File: config.mk
export PLATFORM = sky130hd
export DESIGN_NAME = pulse_width_frame_transmitter_unit
export DESIGN_NICKNAME = d
export VERILOG_FILES = /design/src/pwft_pkg.sv /design/src/pulse_width_frame_transmitter_unit.sv /design/src/pwft_cfg.sv /design/src/pwft_core.sv
export SDC_FILE = /design/constraint.sdc
export NUM_CORES = 1
export LEC_CHECK = 0
export CORE_MARGIN = 10
export CORE_UTILIZATION = 45
export DETAILED_ROUTE_END_ITERATION = 8
export DONT_BUFFER_PORTS = 1
export HOLD_SLACK_MARGIN = 0.08
export PLACE_DENSITY = 0.63
export SETUP_SLACK_MARGIN = 0.05
export SYNTH_ARGS = -nofsm -noshare
export SYNTH_HDL_FRONTEND = slang
export SYNTH_HIERARCHICAL = 1
export SYNTH_SLANG_ARGS = --single-unit
File: constraint.sdc
create_clock -name clk -period 5.57 [get_ports clk]
set_clock_uncertainty 0.2 [all_clocks]
set_input_delay 1.114 -clock clk [delete_from_list [all_inputs] [get_ports clk]]
set_output_delay 1.114 -clock clk [all_outputs]
set_load 0.02 [all_outputs]
File: src/pwft_pkg.sv
package pwft_pkg;

  localparam int FRAME_BITS = 41;
  localparam int TIME_WIDTH = 16;
  localparam int BURST_W    = 32;
  localparam int POS_W      = (FRAME_BITS > 1) ? $clog2(FRAME_BITS) : 1;
  localparam int CFG_W      = (FRAME_BITS > TIME_WIDTH) ? FRAME_BITS : TIME_WIDTH;
  localparam int CFG_IDX_W  = 3;

  localparam logic [CFG_IDX_W-1:0] REG_FRAME_PATTERN = 3'd0;
  localparam logic [CFG_IDX_W-1:0] REG_START_HIGH    = 3'd1;
  localparam logic [CFG_IDX_W-1:0] REG_START_LOW     = 3'd2;
  localparam logic [CFG_IDX_W-1:0] REG_ONE_HIGH      = 3'd3;
  localparam logic [CFG_IDX_W-1:0] REG_ONE_LOW       = 3'd4;
  localparam logic [CFG_IDX_W-1:0] REG_ZERO_HIGH     = 3'd5;
  localparam logic [CFG_IDX_W-1:0] REG_ZERO_LOW      = 3'd6;
  localparam logic [CFG_IDX_W-1:0] REG_FRAME_GAP     = 3'd7;

  typedef logic [TIME_WIDTH-1:0] ticks_t;

  typedef struct packed {
    logic [FRAME_BITS-1:0] frame_pattern;
    ticks_t                start_high_ticks;
    ticks_t                start_low_ticks;
    ticks_t                one_high_ticks;
    ticks_t                one_low_ticks;
    ticks_t                zero_high_ticks;
    ticks_t                zero_low_ticks;
    ticks_t                frame_gap_ticks;
  } cfg_t;

  typedef struct packed {
    logic pin_level;
    logic busy_res;
    logic frame_end;
    logic start_ignored;
  } res_t;

endpackage

File: src/pulse_width_frame_transmitter_unit.sv
// An accepted item goes to the input register, and its result to the output register.
// Throughput: one item per cycle unless out_stall; pwft_core state updates per item.
// Output register plus input register let a new item enter while a result waits.
// Reset (rst, synchronous, active high): idle, out_valid low, config to defaults.
module pulse_width_frame_transmitter_unit
  import pwft_pkg::*;
(
  input  logic                 clk,
  input  logic                 rst,
  input  logic                 in_valid,
  output logic                 in_stall,
  input  logic                 action,
  input  logic [BURST_W-1:0]   burst_ticks,
  output logic                 out_valid,
  input  logic                 out_stall,
  output logic                 pin_level,
  output logic                 busy_res,
  output logic                 frame_end,
  output logic                 start_ignored,
  input  logic                 cfg_we,
  input  logic [CFG_IDX_W-1:0] cfg_index,
  input  logic [CFG_W-1:0]     cfg_data
);

  cfg_t               cfg;
  res_t               res;
  res_t               res_q;
  logic               q_valid;
  logic               q_action;
  logic [BURST_W-1:0] q_burst;
  logic               out_free;
  logic               step;

  assign out_free = !out_valid || !out_stall;
  assign step     = q_valid && out_free;
  assign in_stall = q_valid && !out_free;

  pwft_cfg u_cfg (
    .clk       (clk),
    .rst       (rst),
    .cfg_we    (cfg_we),
    .cfg_index (cfg_index),
    .cfg_data  (cfg_data),
    .cfg       (cfg)
  );

  pwft_core u_core (
    .clk         (clk),
    .rst         (rst),
    .step        (step),
    .action      (q_action),
    .burst_ticks (q_burst),
    .cfg         (cfg),
    .res         (res)
  );

  always_ff @(posedge clk) begin
    if (rst) begin
      q_valid <= 1'b0;
    end else if (in_valid && !in_stall) begin
      q_valid <= 1'b1;
    end else if (step) begin
      q_valid <= 1'b0;
    end
  end

  always_ff @(posedge clk) begin
    if (in_valid && !in_stall) begin
      q_action <= action;
      q_burst  <= burst_ticks;
    end
  end

  always_ff @(posedge clk) begin
    if (rst) begin
      out_valid <= 1'b0;
    end else if (out_free) begin
      out_valid <= step;
    end
  end

  always_ff @(posedge clk) begin
    if (step) begin
      res_q <= res;
    end
  end

  assign pin_level     = res_q.pin_level;
  assign busy_res      = res_q.busy_res;
  assign frame_end     = res_q.frame_end;
  assign start_ignored = res_q.start_ignored;

endmodule

File: src/pwft_cfg.sv
module pwft_cfg
  import pwft_pkg::*;
(
  input  logic                 clk,
  input  logic                 rst,
  input  logic                 cfg_we,
  input  logic [CFG_IDX_W-1:0] cfg_index,
  input  logic [CFG_W-1:0]     cfg_data,
  output cfg_t                 cfg
);

  cfg_t   regs;
  ticks_t t_val;

  assign t_val = cfg_data[TIME_WIDTH-1:0];
  assign cfg   = regs;

  always_ff @(posedge clk) begin
    if (rst) begin
      regs.frame_pattern    <= '0;
      regs.start_high_ticks <= TIME_WIDTH'(150);
      regs.start_low_ticks  <= TIME_WIDTH'(73);
      regs.one_high_ticks   <= TIME_WIDTH'(73);
      regs.one_low_ticks    <= TIME_WIDTH'(14);
      regs.zero_high_ticks  <= TIME_WIDTH'(18);
      regs.zero_low_ticks   <= TIME_WIDTH'(60);
      regs.frame_gap_ticks  <= TIME_WIDTH'(450);
    end else if (cfg_we) begin
      case (cfg_index)
        REG_FRAME_PATTERN: regs.frame_pattern    <= cfg_data[FRAME_BITS-1:0];
        REG_START_HIGH:    regs.start_high_ticks <= t_val;
        REG_START_LOW:     regs.start_low_ticks  <= t_val;
        REG_ONE_HIGH:      regs.one_high_ticks   <= t_val;
        REG_ONE_LOW:       regs.one_low_ticks    <= t_val;
        REG_ZERO_HIGH:     regs.zero_high_ticks  <= t_val;
        REG_ZERO_LOW:      regs.zero_low_ticks   <= t_val;
        REG_FRAME_GAP:     regs.frame_gap_ticks  <= t_val;
        default: ;
      endcase
    end
  end

endmodule

File: src/pwft_core.sv
module pwft_core
  import pwft_pkg::*;
(
  input  logic               clk,
  input  logic               rst,
  input  logic               step,
  input  logic               action,
  input  logic [BURST_W-1:0] burst_ticks,
  input  cfg_t               cfg,
  output res_t               res
);

  localparam logic [2:0] PH_IDLE     = 3'd0;
  localparam logic [2:0] PH_START_HI = 3'd1;
  localparam logic [2:0] PH_START_LO = 3'd2;
  localparam logic [2:0] PH_BIT_HI   = 3'd3;
  localparam logic [2:0] PH_BIT_LO   = 3'd4;
  localparam logic [2:0] PH_GAP      = 3'd5;

  logic [2:0]         phase, phase_next;
  logic [POS_W-1:0]   bit_position, bit_position_next;
  ticks_t             ticks_left, ticks_left_next;
  logic [BURST_W-1:0] elapsed, elapsed_next;
  logic [BURST_W-1:0] burst_length, burst_length_next;

  logic [BURST_W-1:0] elapsed_inc;
  logic [POS_W-1:0]   pos_inc;
  logic [POS_W-1:0]   sel_pos;
  logic               last_bit;
  logic               cur_bit;
  logic               level;
  ticks_t             bit_high, bit_low;

  assign elapsed_inc = (elapsed == '1) ? elapsed : elapsed + 1'b1;
  assign pos_inc     = bit_position + 1'b1;
  assign last_bit    = (bit_position >= POS_W'(FRAME_BITS - 1));
  assign level       = (phase == PH_START_HI) || (phase == PH_BIT_HI);

  always_comb begin
    case (phase)
      PH_START_LO: sel_pos = '0;
      PH_BIT_LO:   sel_pos = last_bit ? '0 : pos_inc;
      default:     sel_pos = bit_position;
    endcase
  end

  assign cur_bit  = cfg.frame_pattern[sel_pos];
  assign bit_high = cur_bit ? cfg.one_high_ticks : cfg.zero_high_ticks;
  assign bit_low  = cur_bit ? cfg.one_low_ticks : cfg.zero_low_ticks;

  always_comb begin
    phase_next        = phase;
    bit_position_next = bit_position;
    ticks_left_next   = ticks_left;
    elapsed_next      = elapsed;
    burst_length_next = burst_length;
    res               = '0;
    if (action) begin
      if (phase != PH_IDLE) begin
        res.pin_level     = level;
        res.busy_res      = 1'b1;
        res.start_ignored = 1'b1;
      end else begin
        burst_length_next = burst_ticks;
        elapsed_next      = '0;
        bit_position_next = '0;
        phase_next        = PH_START_HI;
        ticks_left_next   = cfg.start_high_ticks;
        res.pin_level     = 1'b1;
        res.busy_res      = 1'b1;
      end
    end else if (phase != PH_IDLE) begin
      res.pin_level = level;
      res.busy_res  = 1'b1;
      elapsed_next  = elapsed_inc;
      if (ticks_left > TIME_WIDTH'(1)) begin
        ticks_left_next = ticks_left - 1'b1;
      end else begin
        case (phase)
          PH_START_HI: begin
            phase_next      = PH_START_LO;
            ticks_left_next = cfg.start_low_ticks;
          end
          PH_START_LO: begin
            bit_position_next = '0;
            phase_next        = PH_BIT_HI;
            ticks_left_next   = bit_high;
          end
          PH_BIT_HI: begin
            phase_next      = PH_BIT_LO;
            ticks_left_next = bit_low;
          end
          PH_BIT_LO: begin
            if (last_bit) begin
              phase_next      = PH_GAP;
              ticks_left_next = cfg.frame_gap_ticks;
            end else begin
              bit_position_next = pos_inc;
              phase_next        = PH_BIT_HI;
              ticks_left_next   = bit_high;
            end
          end
          default: begin
            res.frame_end     = 1'b1;
            bit_position_next = '0;
            if (elapsed_inc < burst_length) begin
              phase_next      = PH_START_HI;
              ticks_left_next = cfg.start_high_ticks;
            end else begin
              phase_next      = PH_IDLE;
              ticks_left_next = '0;
            end
          end
        endcase
      end
    end
  end

  always_ff @(posedge clk) begin
    if (rst) begin
      phase        <= PH_IDLE;
      bit_position <= '0;
      ticks_left   <= '0;
      elapsed      <= '0;
      burst_length <= '0;
    end else if (step) begin
      phase        <= phase_next;
      bit_position <= bit_position_next;
      ticks_left   <= ticks_left_next;
      elapsed      <= elapsed_next;
      burst_length <= burst_length_next;
    end
  end

endmodule

==> results.cfg, run 1 <==
[yosys]
syn_area_um2 = 14900
async_flop_share = 0
synth_fp_nets = 1769
syn_area_per_cell_um2 = 9.04
synth_seq_cells = 281
netlist_instances = 1647
synth_ff_type = dfxtp_1
yosys_warnings = 6
synth_enable_flop_cells = 37
synth_cell_types = 85
ys_seq_area_frac = 0.403

[cts]
cts_num_sinks = 281
cts_buffers = 31
cts-root-buf = clkbuf_16
hold_buffers = 0
clk_pin_slew_ns = 0.06
clock_latency_ns = 0.60
tritoncts = built
htreeDepth = 1
clockBufferDepth = 3

[routing]
drt_iter0_drc = 780
finalWirelength_um = 38200
wl_per_cell_um = 18.6
dr.pass1.iters = 5
viasPerCell = 5.69
drcViolationCount = 0
num_vias = 11700
detail-route-antenna-nets = 0

[layout]
fillers = 3089
area_growth_pct = 7.86
antenna-diode-count = 0
fin_util = 0.493
final_area_um2 = 16100
drive_above_1_share = 0.0665
fin_nets = 1711

[global_route]
grt_use_total = 0.178
antenna_found_initial = 0
grt_pass1_wl_um = 60200
first_global_vias = 11300
grt_max_degree = 295
overflow = 0

[timing]
min_period_ns = 5.05
grt_setup_unrepaired = no
slew_viol_final = 0
timing.setup.tns_ns = 0
maxSlewHeadroom = 0.226
timing.final.crit_share = 0.907
setup_viol = 0
worstMarginPinSlew_ns = 1.16
fmax_mhz = 198
final-hold-violation-count = 0

[critical_path]
crit_family = simple AND/OR/NAND/NOR gates
crit_slowest_cell = a2111oi_1
criticalPathCategory = flip-flop to flip-flop
path_cells = and4_1, nand4_1, a2111oi_1, and2b_1, and3_1, xor2_1, ha_1, and4_1, nand4_1, nor4_1, o21ai_0, o211ai_1, a21oi_1, buf_4, a32o_1, o41a_1
worstPathArrival_ns = 5.34
crit_start = u_core/elapsed[6]
cp_num_buf_inv = 1
cp-start-kind = flip-flop
required_ns = 5.85
end_kind = flip-flop
rr_startpoint = u_core/elapsed[6]
max_stage_delay_ns = 0.64
cp_max_fo = 16

[hold_path]
hold_path.class = flip-flop to flip-flop
hp-start = u_core/burst_length[13]

[floorplanning]
ios = 88
die_y_um = 202
die_area_um2 = 40800
die_w_um = 202
start_util = 0.457
num_rows = 66
core_um2 = 32600

[pwr]
seq_power_share = 0.468
peakVddDrop_mv = 0.282
comb_power_share = 0.102
p_sw_frac = 0.257
powerDensity_nw_per_um2 = 286
switchingPower_uw = 1180
fin_total_pwr_uw = 4600
p_clk_frac = 0.430
internal-power_uw = 3420
cellLeakagePower_uw = 0.00636

[placement]
place_congestion = 0.816
port_buffers = 0
place_area_um2 = 15100
hpwl_um = 24600

[run_status]
status = completed

[job]
maxCapViolations = 0
worst min-delay path: cells and delay by family, from the launching register on:
kind             cells  cell delay [ns]
AO/OA/AOI/OAI        1             0.05
AND/OR/NAND/NOR      1             0.05
flip-flops           1             0.31
flip-flops by register name (all words and copies together) (netlist names):
| signal | flops |
|---|---|
| u_core/bit_position | 6 |
| u_core/phase | 3 |
| u_core/ticks_left | 16 |
| start_ignored | 1 |
| q_burst | 32 |
| q_action | 1 |
| u_core/elapsed | 32 |
| frame_end | 1 |
| u_core/burst_length | 32 |
| q_valid | 1 |
| busy_res | 1 |
| pin_level | 1 |
| u_cfg/cfg | 153 |
| out_valid | 1 |
placed cells by master (no fill, tap or decap), types with 37 or more instances in the layout:
cell | netlist | final
ha_1 | 40 | 40
nand3_1 | 47 | 47
nand2_1 | 193 | 193
a21oi_1 | 94 | 93
dfxtp_1 | 244 | 244
inv_1 | 48 | 48
mux2i_1 | 177 | 177
edfxtp_1 | 37 | 37
nor2_1 | 107 | 106
nand2b_1 | 178 | 178
o21ai_0 | 49 | 49
per-layer routing:
metal,share of wire,routed length [um],vias to the layer above,global-route usage
li1,-,-,5664,-
met1,0.45,17100,5654,0.229
met2,0.47,18100,302,0.297
met3,0.054,2050,57,0.0315
met4,0.027,1020,0,0.0596
met5,0,0,-,0
Yosys cell counts (24+ instances only):
master	n	area share
nor2_1	107	0.027
inv_1	48	0.012
clkbuf_1	73	0.018
edfxtp_1	37	0.075
dfxtp_1	244	0.33
nand2_1	193	0.049
ha_1	40	0.034
a21oi_1	94	0.032
mux2i_1	177	0.12
nand2b_1	178	0.075
a22oi_1	24	0.012
o21ai_0	49	0.016
nand3_1	47	0.016
through the flow:
stage	setup WS, ns	std cells	hold slack (ns)
global route	0.118	2052	0.273
detailed placement	0.505	1998	0.244
floorplan	1.10	1647	0.236
finish	0.516	2052	0.254
global placement	0.726	1998	0.242
CTS	0.497	2052	0.252
worst paths after layout:
check	end	slack, ns	depth (start not counted)
worst max-delay path	u_core/ticks_left[4]	0.52	16
worst min-delay path	u_core/burst_length[13]	0.25	2
worst max register to register	u_core/ticks_left[4]	0.52	16
worst min register to register	u_core/burst_length[13]	0.25	2
power groups by stage:
stage,Sequential (uW),Clock (uW),Combinational [uW]
after floorplan,2180,0,366
after global placement,2190,0,455
after detailed placement,2190,0,460
after CTS,2150,2020,463
after global routing,2160,2100,515
final,2150,1980,468
repair_timing:
action,CTS,global route
buffers inserted,0,0
setup endpoints to repair,0,8
resized for setup,0,1
cell families after synthesis:
group           count (synthesis)  synth area share
compound gates                300             0.139
xor+xnor                       39            0.0239
fa+ha+maj                      40            0.0336
buf+inv                       161            0.0501
flops                         281             0.403
mux                           195             0.135
simple gates                  631             0.216
final cells by class:
| type | count | area, um^2 | area share |
|---|---|---|---|
| Clock inverter | 10 | 96.3 | 0.00600 |
| Multi-Input combinational cell | 1205 | 8200 | 0.510 |
| Clock buffer | 44 | 875 | 0.0544 |
| Inverter | 48 | 180 | 0.0112 |
| Tap cell | 442 | 553 | 0.0344 |
| Timing Repair Buffer | 22 | 165 | 0.0103 |
| Sequential cell | 281 | 6000 | 0.373 |
Note: power is estimated with default switching activity, not from simulation.
==> inputs of run 2 (changes only) <==
--- a/config.mk
+++ b/config.mk
@@ -14,5 +14,4 @@
 export SETUP_SLACK_MARGIN = 0.05
 export SYNTH_ARGS = -nofsm -noshare
 export SYNTH_HDL_FRONTEND = slang
-export SYNTH_HIERARCHICAL = 1
 export SYNTH_SLANG_ARGS = --single-unit
==> results.cfg, run 2 <==
[floorplanning]
num_rows = 63
start_util = 0.460
die_w_um = 195
core_um2 = 29900
die_area_um2 = 37900
die_y_um = 195
ios = 88

[layout]
fin_util = 0.501
fin_nets = 1762
mostFrequentLayoutCells = 432 x nand2_1, 244 x dfxtp_1, 226 x a21oi_1
area_growth_pct = 8.91
seq_area_um2 = 6000
largest_reg_flops = 153
layout_commonest_cell = nand2_1
drive_above_1_share = 0.0743
multi_input_area_um2 = 7080
fillers = 2875

[critical_path]
criticalPathCategory = flip-flop to flip-flop
crit_slowest_cell = dfxtp_1
path_cells = ha_1, and2_1, nand4_1, nor3_1, a2111oi_0, buf_4, and3b_1, and3_1, xor2_1, ha_1, a21o_1, a21oi_1, nor2b_1, o21ai_0, a21oi_1, a2111o_1, a211oi_2, a22o_1, buf_4, a221oi_1, a2111oi_2
r2r_slack_ns = 0.60
r2r_end = u_core.ticks_left[6]
worstPathArrival_ns = 5.19
max_stage_delay_ns = 0.41
cp_num_buf_inv = 2
cp_max_fo = 16
rr_startpoint = u_core.elapsed[0]
reg2reg_depth = 21
crit_family = compound AO/OA/AOI/OAI gates
end_kind = flip-flop
cp-start-kind = flip-flop
required_ns = 5.79

[global_route]
first_global_vias = 10800
overflow = 0
grt_pass1_wl_um = 59500
antenna_found_initial = 7
grt_use_total = 0.186
grt_max_degree = 245

[pwr]
p_sw_frac = 0.262
peakVddDrop_mv = 0.208
p_clk_frac = 0.424
seq_power_share = 0.444
powerDensity_nw_per_um2 = 326
comb_power_share = 0.132
internal-power_uw = 3600
cellLeakagePower_uw = 0.00529
switchingPower_uw = 1280

[timing]
final-hold-violation-count = 0
slew_viol_final = 0
hold-worst-slack_ns = 0.250
timing.setup.tns_ns = 0
grt_setup_unrepaired = no
min_period_ns = 4.97
setup_viol = 0
timing.final.crit_share = 0.893
maxSlewHeadroom = 0.166
fmax_mhz = 201
worstMarginPinSlew_ns = 1.25

[cts]
cts_resized = 0
hold_buffers = 0
cts_num_sinks = 281
clockBufferDepth = 3
cts-root-buf = clkbuf_16
post_cts.repair.setup_buffers = 0
htreeDepth = 2
clock_latency_ns = 0.52
clk_pin_slew_ns = 0.06
cts_buffers = 34
tritoncts = built

[yosys]
synth_commonest_cells = 432 x nand2_1, 244 x dfxtp_1, 226 x a21oi_1
ys_seq_area_frac = 0.436
synth_fp_nets = 1824
synth_cell_types = 76
synth_enable_flop_cells = 37
syn_area_per_cell_um2 = 8.06
synth_ff_type = dfxtp_1
synth_seq_cells = 281
async_flop_share = 0
yosys_warnings = 0
synth_top_area_cell = dfxtp_1
yosysTopAreaCellShare = 0.355
yosys-top-cells-area = dfxtp_1 36%, nand2_1 12%, a21oi_1 8.2%
syn_area_um2 = 13700
netlist_instances = 1705
synth_most_common_cell = nand2_1

[placement]
place_congestion = 0.863
hpwl_um = 24400
port_buffers = 0

[routing]
drcViolationCount = 0
detail-route-antenna-nets = 0
wl_per_cell_um = 17.9
finalWirelength_um = 37000
viasPerCell = 5.68
dr.pass1.iters = 6
drt_iter0_drc = 898
num_vias = 11700

[job]
maxCapViolations = 0

[hold_path]
hold_path.class = flip-flop to flip-flop
hold_path_end = u_cfg.cfg[58]
hp-start = u_cfg.cfg[58]
hold_depth = 2

[run_status]
status = completed
==> run 2: changes by cell type after synthesis, moves of 15 or more <==
cell | previous run | this run
mux2i_1 | 177 | 9
mux2_2 | 6 | 23
clkbuf_2 | 1 | 16
nand2_1 | 193 | 432
nand2b_1 | 178 | 22
nand3b_1 | 2 | 22
a21oi_1 | 94 | 226
nor2b_1 | 3 | 19
buf_4 | 16 | 0
clkbuf_1 | 73 | 88
==> run 2: worst register-to-register path: stages, from the launching register on <==
cell,delay [ns]
dfxtp_1,0.41
ha_1,0.21
and2_1,0.16
nand4_1,0.24
nor3_1,0.36
a2111oi_0,0.16
buf_4,0.18
and3b_1,0.22
and3_1,0.24
xor2_1,0.15
ha_1,0.30
a21o_1,0.16
a21oi_1,0.15
nor2b_1,0.06
o21ai_0,0.13
a21oi_1,0.08
a2111o_1,0.30
a211oi_2,0.23
a22o_1,0.17
buf_4,0.25
a221oi_1,0.16
a2111oi_2,0.37
==> run 2: cell families after synthesis <==
| group | share of synthesized area |
|---|---|
| buffers and inverters | 0.0511 |
| XOR/XNOR | 0.0211 |
| AO/OA/AOI/OAI | 0.189 |
| multiplexers | 0.0330 |
| AND/OR/NAND/NOR | 0.236 |
| flip-flops | 0.436 |
| adder cells (fa/ha/maj) | 0.0337 |
==> run 2: per-stage QoR <==
step                      total power [uW]  instance area, um^2  worst slack [ns]  instances
after global placement                2840                13900             0.659       1997
after floorplan                       2720                13700             0.868       1705
after CTS                             4930                14900             0.448       2059
after detailed placement              2850                13900             0.452       1997
after global routing                  5100                15000             0.172       2060
final                                 4880                15000             0.597       2065
==> run 2: how the worst max path moves through the flow <==
| stage | start | endpoint | slack, ns | cells after the start |
|---|---|---|---|---|
| floorplan | u_core.elapsed[0] | u_core.ticks_left[13] | 0.87 | 20 |
| global placement | u_core.elapsed[0] | u_core.ticks_left[9] | 0.66 | 21 |
| detailed placement | u_core.elapsed[0] | u_core.ticks_left[3] | 0.45 | 21 |
| CTS | u_core.elapsed[0] | u_core.ticks_left[6] | 0.45 | 21 |
| global route | u_core.elapsed[0] | u_core.ticks_left[6] | 0.17 | 21 |
| finish | u_core.elapsed[0] | u_core.ticks_left[6] | 0.60 | 21 |
==> run 2: per-layer routing <==
metal,up-vias,share of wire,track usage
met4,4,0.026,0.0597
met1,5532,0.46,0.249
li1,5811,-,-
met2,307,0.44,0.289
met3,69,0.065,0.0451
met5,-,0.00073,0
==> run 2: power groups by stage <==
stage	Combinational, uW	Sequential [uW]	Clock, uW
after floorplan	530	2190	0
after global placement	628	2210	0
after detailed placement	639	2210	0
after CTS	643	2170	2120
after global routing	713	2170	2210
final	645	2170	2070
==> run 2: final cells by class <==
class                           count  area share
Timing Repair Buffer               20      0.0100
Sequential cell                   281       0.401
Inverter                           50      0.0125
Clock inverter                     15     0.00794
Tap cell                          390      0.0326
Antenna cell                        6     0.00100
Clock buffer                       47      0.0621
Multi-Input combinational cell   1256       0.473
==> inputs of run 3 (changes only) <==
--- a/config.mk
+++ b/config.mk
@@ -5,8 +5,10 @@
 export SDC_FILE = /design/constraint.sdc
 export NUM_CORES = 1
 export LEC_CHECK = 0
+export CAP_MARGIN = 10
 export CORE_MARGIN = 10
 export CORE_UTILIZATION = 45
+export CTS_BUF_LIST = sky130_fd_sc_hd__clkbuf_16
 export DETAILED_ROUTE_END_ITERATION = 8
 export DONT_BUFFER_PORTS = 1
 export HOLD_SLACK_MARGIN = 0.08
@@ -15,3 +17,4 @@
 export SYNTH_ARGS = -nofsm -noshare
 export SYNTH_HDL_FRONTEND = slang
 export SYNTH_SLANG_ARGS = --single-unit
+export TNS_END_PERCENT = 10
==> results.cfg, run 3 (synthesis results as in run 2) <==
[critical_path]
end_kind = flip-flop
max_stage_delay_ns = 0.41
cp_max_fo = 16
worstPathArrival_ns = 5.19
crit_slowest_cell = dfxtp_1
path_cells = ha_1, and2_1, nand4_1, nor3_1, a2111oi_0, buf_4, and3b_1, and3_1, xor2_1, ha_1, a21o_1, a21oi_1, nor2b_1, o21ai_0, a21oi_1, a2111o_1, a211oi_2, a22o_1, buf_4, a221oi_1, a2111oi_2
rr_startpoint = u_core.elapsed[0]
reg2reg_depth = 21
criticalPathCategory = flip-flop to flip-flop
r2r_slack_ns = 0.60
cp-start-kind = flip-flop
required_ns = 5.79
r2r_end = u_core.ticks_left[6]

[timing]
timing.setup.tns_ns = 0
worstMarginPinSlew_ns = 1.22
maxSlewHeadroom = 0.182
final-hold-violation-count = 0
grt_setup_unrepaired = no
min_period_ns = 4.97
setup_viol = 0
hold-worst-slack_ns = 0.250
fin_ws_ns = 0.599
fmax_mhz = 201
slew_viol_final = 0
timing.final.crit_share = 0.892

[layout]
area_growth_pct = 8.69
seq_area_um2 = 6000
mostFrequentLayoutCells = 432 x nand2_1, 244 x dfxtp_1, 226 x a21oi_1
fillers = 2876
multi_input_area_um2 = 7080
layout_commonest_cell = nand2_1
drive_above_1_share = 0.0725
final_area_um2 = 14900
fin_nets = 1762
largest_reg_flops = 153
fin_util = 0.500

[routing]
drt_iter0_drc = 869
wl_per_cell_um = 17.9
drcViolationCount = 0
dr.pass1.iters = 5
viasPerCell = 5.66
num_vias = 11700
detail-route-antenna-nets = 0
finalWirelength_um = 36900

[hold_path]
hold_path_end = u_cfg.cfg[78]
hold_depth = 2
hold_path.class = flip-flop to flip-flop
hp-start = u_cfg.cfg[78]

[floorplanning]
die_y_um = 195
num_rows = 63
die_area_um2 = 37900
ios = 88
start_util = 0.460
die_w_um = 195
core_um2 = 29900

[job]
maxCapViolations = 0

[global_route]
grt_use_total = 0.186
first_global_vias = 10800
grt_max_degree = 245
met2_usage = 0.290
use_met1 = 0.249
met3_usage = 0.0451
overflow = 0
grt_pass1_wl_um = 59400
antenna_found_initial = 7
grt-busiest-layer = met2

[cts]
cts_buffers = 34
clockBufferDepth = 3
tritoncts = built
htreeDepth = 2
cts_num_sinks = 281
clock_latency_ns = 0.52
clk_pin_slew_ns = 0.06
cts-root-buf = clkbuf_16

[pwr]
powerDensity_nw_per_um2 = 323
peakVddDrop_mv = 0.208
cellLeakagePower_uw = 0.00531

[placement]
place_area_um2 = 13900
port_buffers = 0
place_congestion = 0.863
hpwl_um = 24400
dp_slack_ns = 0.452

[run_status]
status = completed
==> run 3: cell types whose count changed in the layout (fill, tap and decap cells not counted) <==
cell      delta
clkbuf_8     -3
inv_1       +10
clkinv_1     +3
clkbuf_1    -10
==> run 3: routing by layer <==
layer | up-vias | share of wire
li1 | 5817 | -
met1 | 5505 | 0.46
met2 | 304 | 0.44
met3 | 65 | 0.067
met4 | 4 | 0.025
met5 | - | 0.00073
==> run 3: per-stage QoR <==
stage | total power [uW] | cells
floorplan | 2720 | 1705
global placement | 2840 | 1997
detailed placement | 2850 | 1997
CTS | 4870 | 2059
global route | 5040 | 2060
finish | 4820 | 2065
==> run 3: power breakdown <==
group          total, uW  switching, uW  leakage (uW)  internal, uW
logic                644            385       0.00244           259
clock network       2010            850      0.000535          1160
registers           2170           45.5       0.00234          2120
==> run 3: how the worst max path moves through the flow <==
| stage | start | end | depth (start not counted) | slack (ns) |
|---|---|---|---|---|
| finish | u_core.elapsed[0] | u_core.ticks_left[6] | 21 | 0.60 |
| global route | u_core.elapsed[0] | u_core.ticks_left[6] | 21 | 0.17 |
| CTS | u_core.elapsed[0] | u_core.ticks_left[6] | 21 | 0.45 |
| detailed placement | u_core.elapsed[0] | u_core.ticks_left[3] | 21 | 0.45 |
| global placement | u_core.elapsed[0] | u_core.ticks_left[9] | 21 | 0.66 |
| floorplan | u_core.elapsed[0] | u_core.ticks_left[13] | 20 | 0.87 |
==> run 3: worst max-delay path, delay by kind of cell, from the launching register on <==
family	cells	cell delay, ns
DFF	1	0.41
adders and majority gates	2	0.51
AOI/OAI and AO/OA	10	1.91
and+or+nand+nor	6	1.26
buffers and inverters	2	0.43
xor gates and xnor gates	1	0.15
==> run 3: layout make-up <==
type / count / area share
Timing Repair Buffer: 20 / 0.0101
Inverter: 50 / 0.0126
Multi-Input combinational cell: 1256 / 0.474
Clock inverter: 28 / 0.0112
Sequential cell: 281 / 0.401
Clock buffer: 34 / 0.0570
Antenna cell: 6 / 0.00101
Tap cell: 390 / 0.0327
==> run 3: what timing repair did <==
action | in CTS | in global routing
resized for setup | 0 | 1
setup buffers | 0 | 0
setup endpoints to repair | 0 | 1
hold buffers | 0 | 0
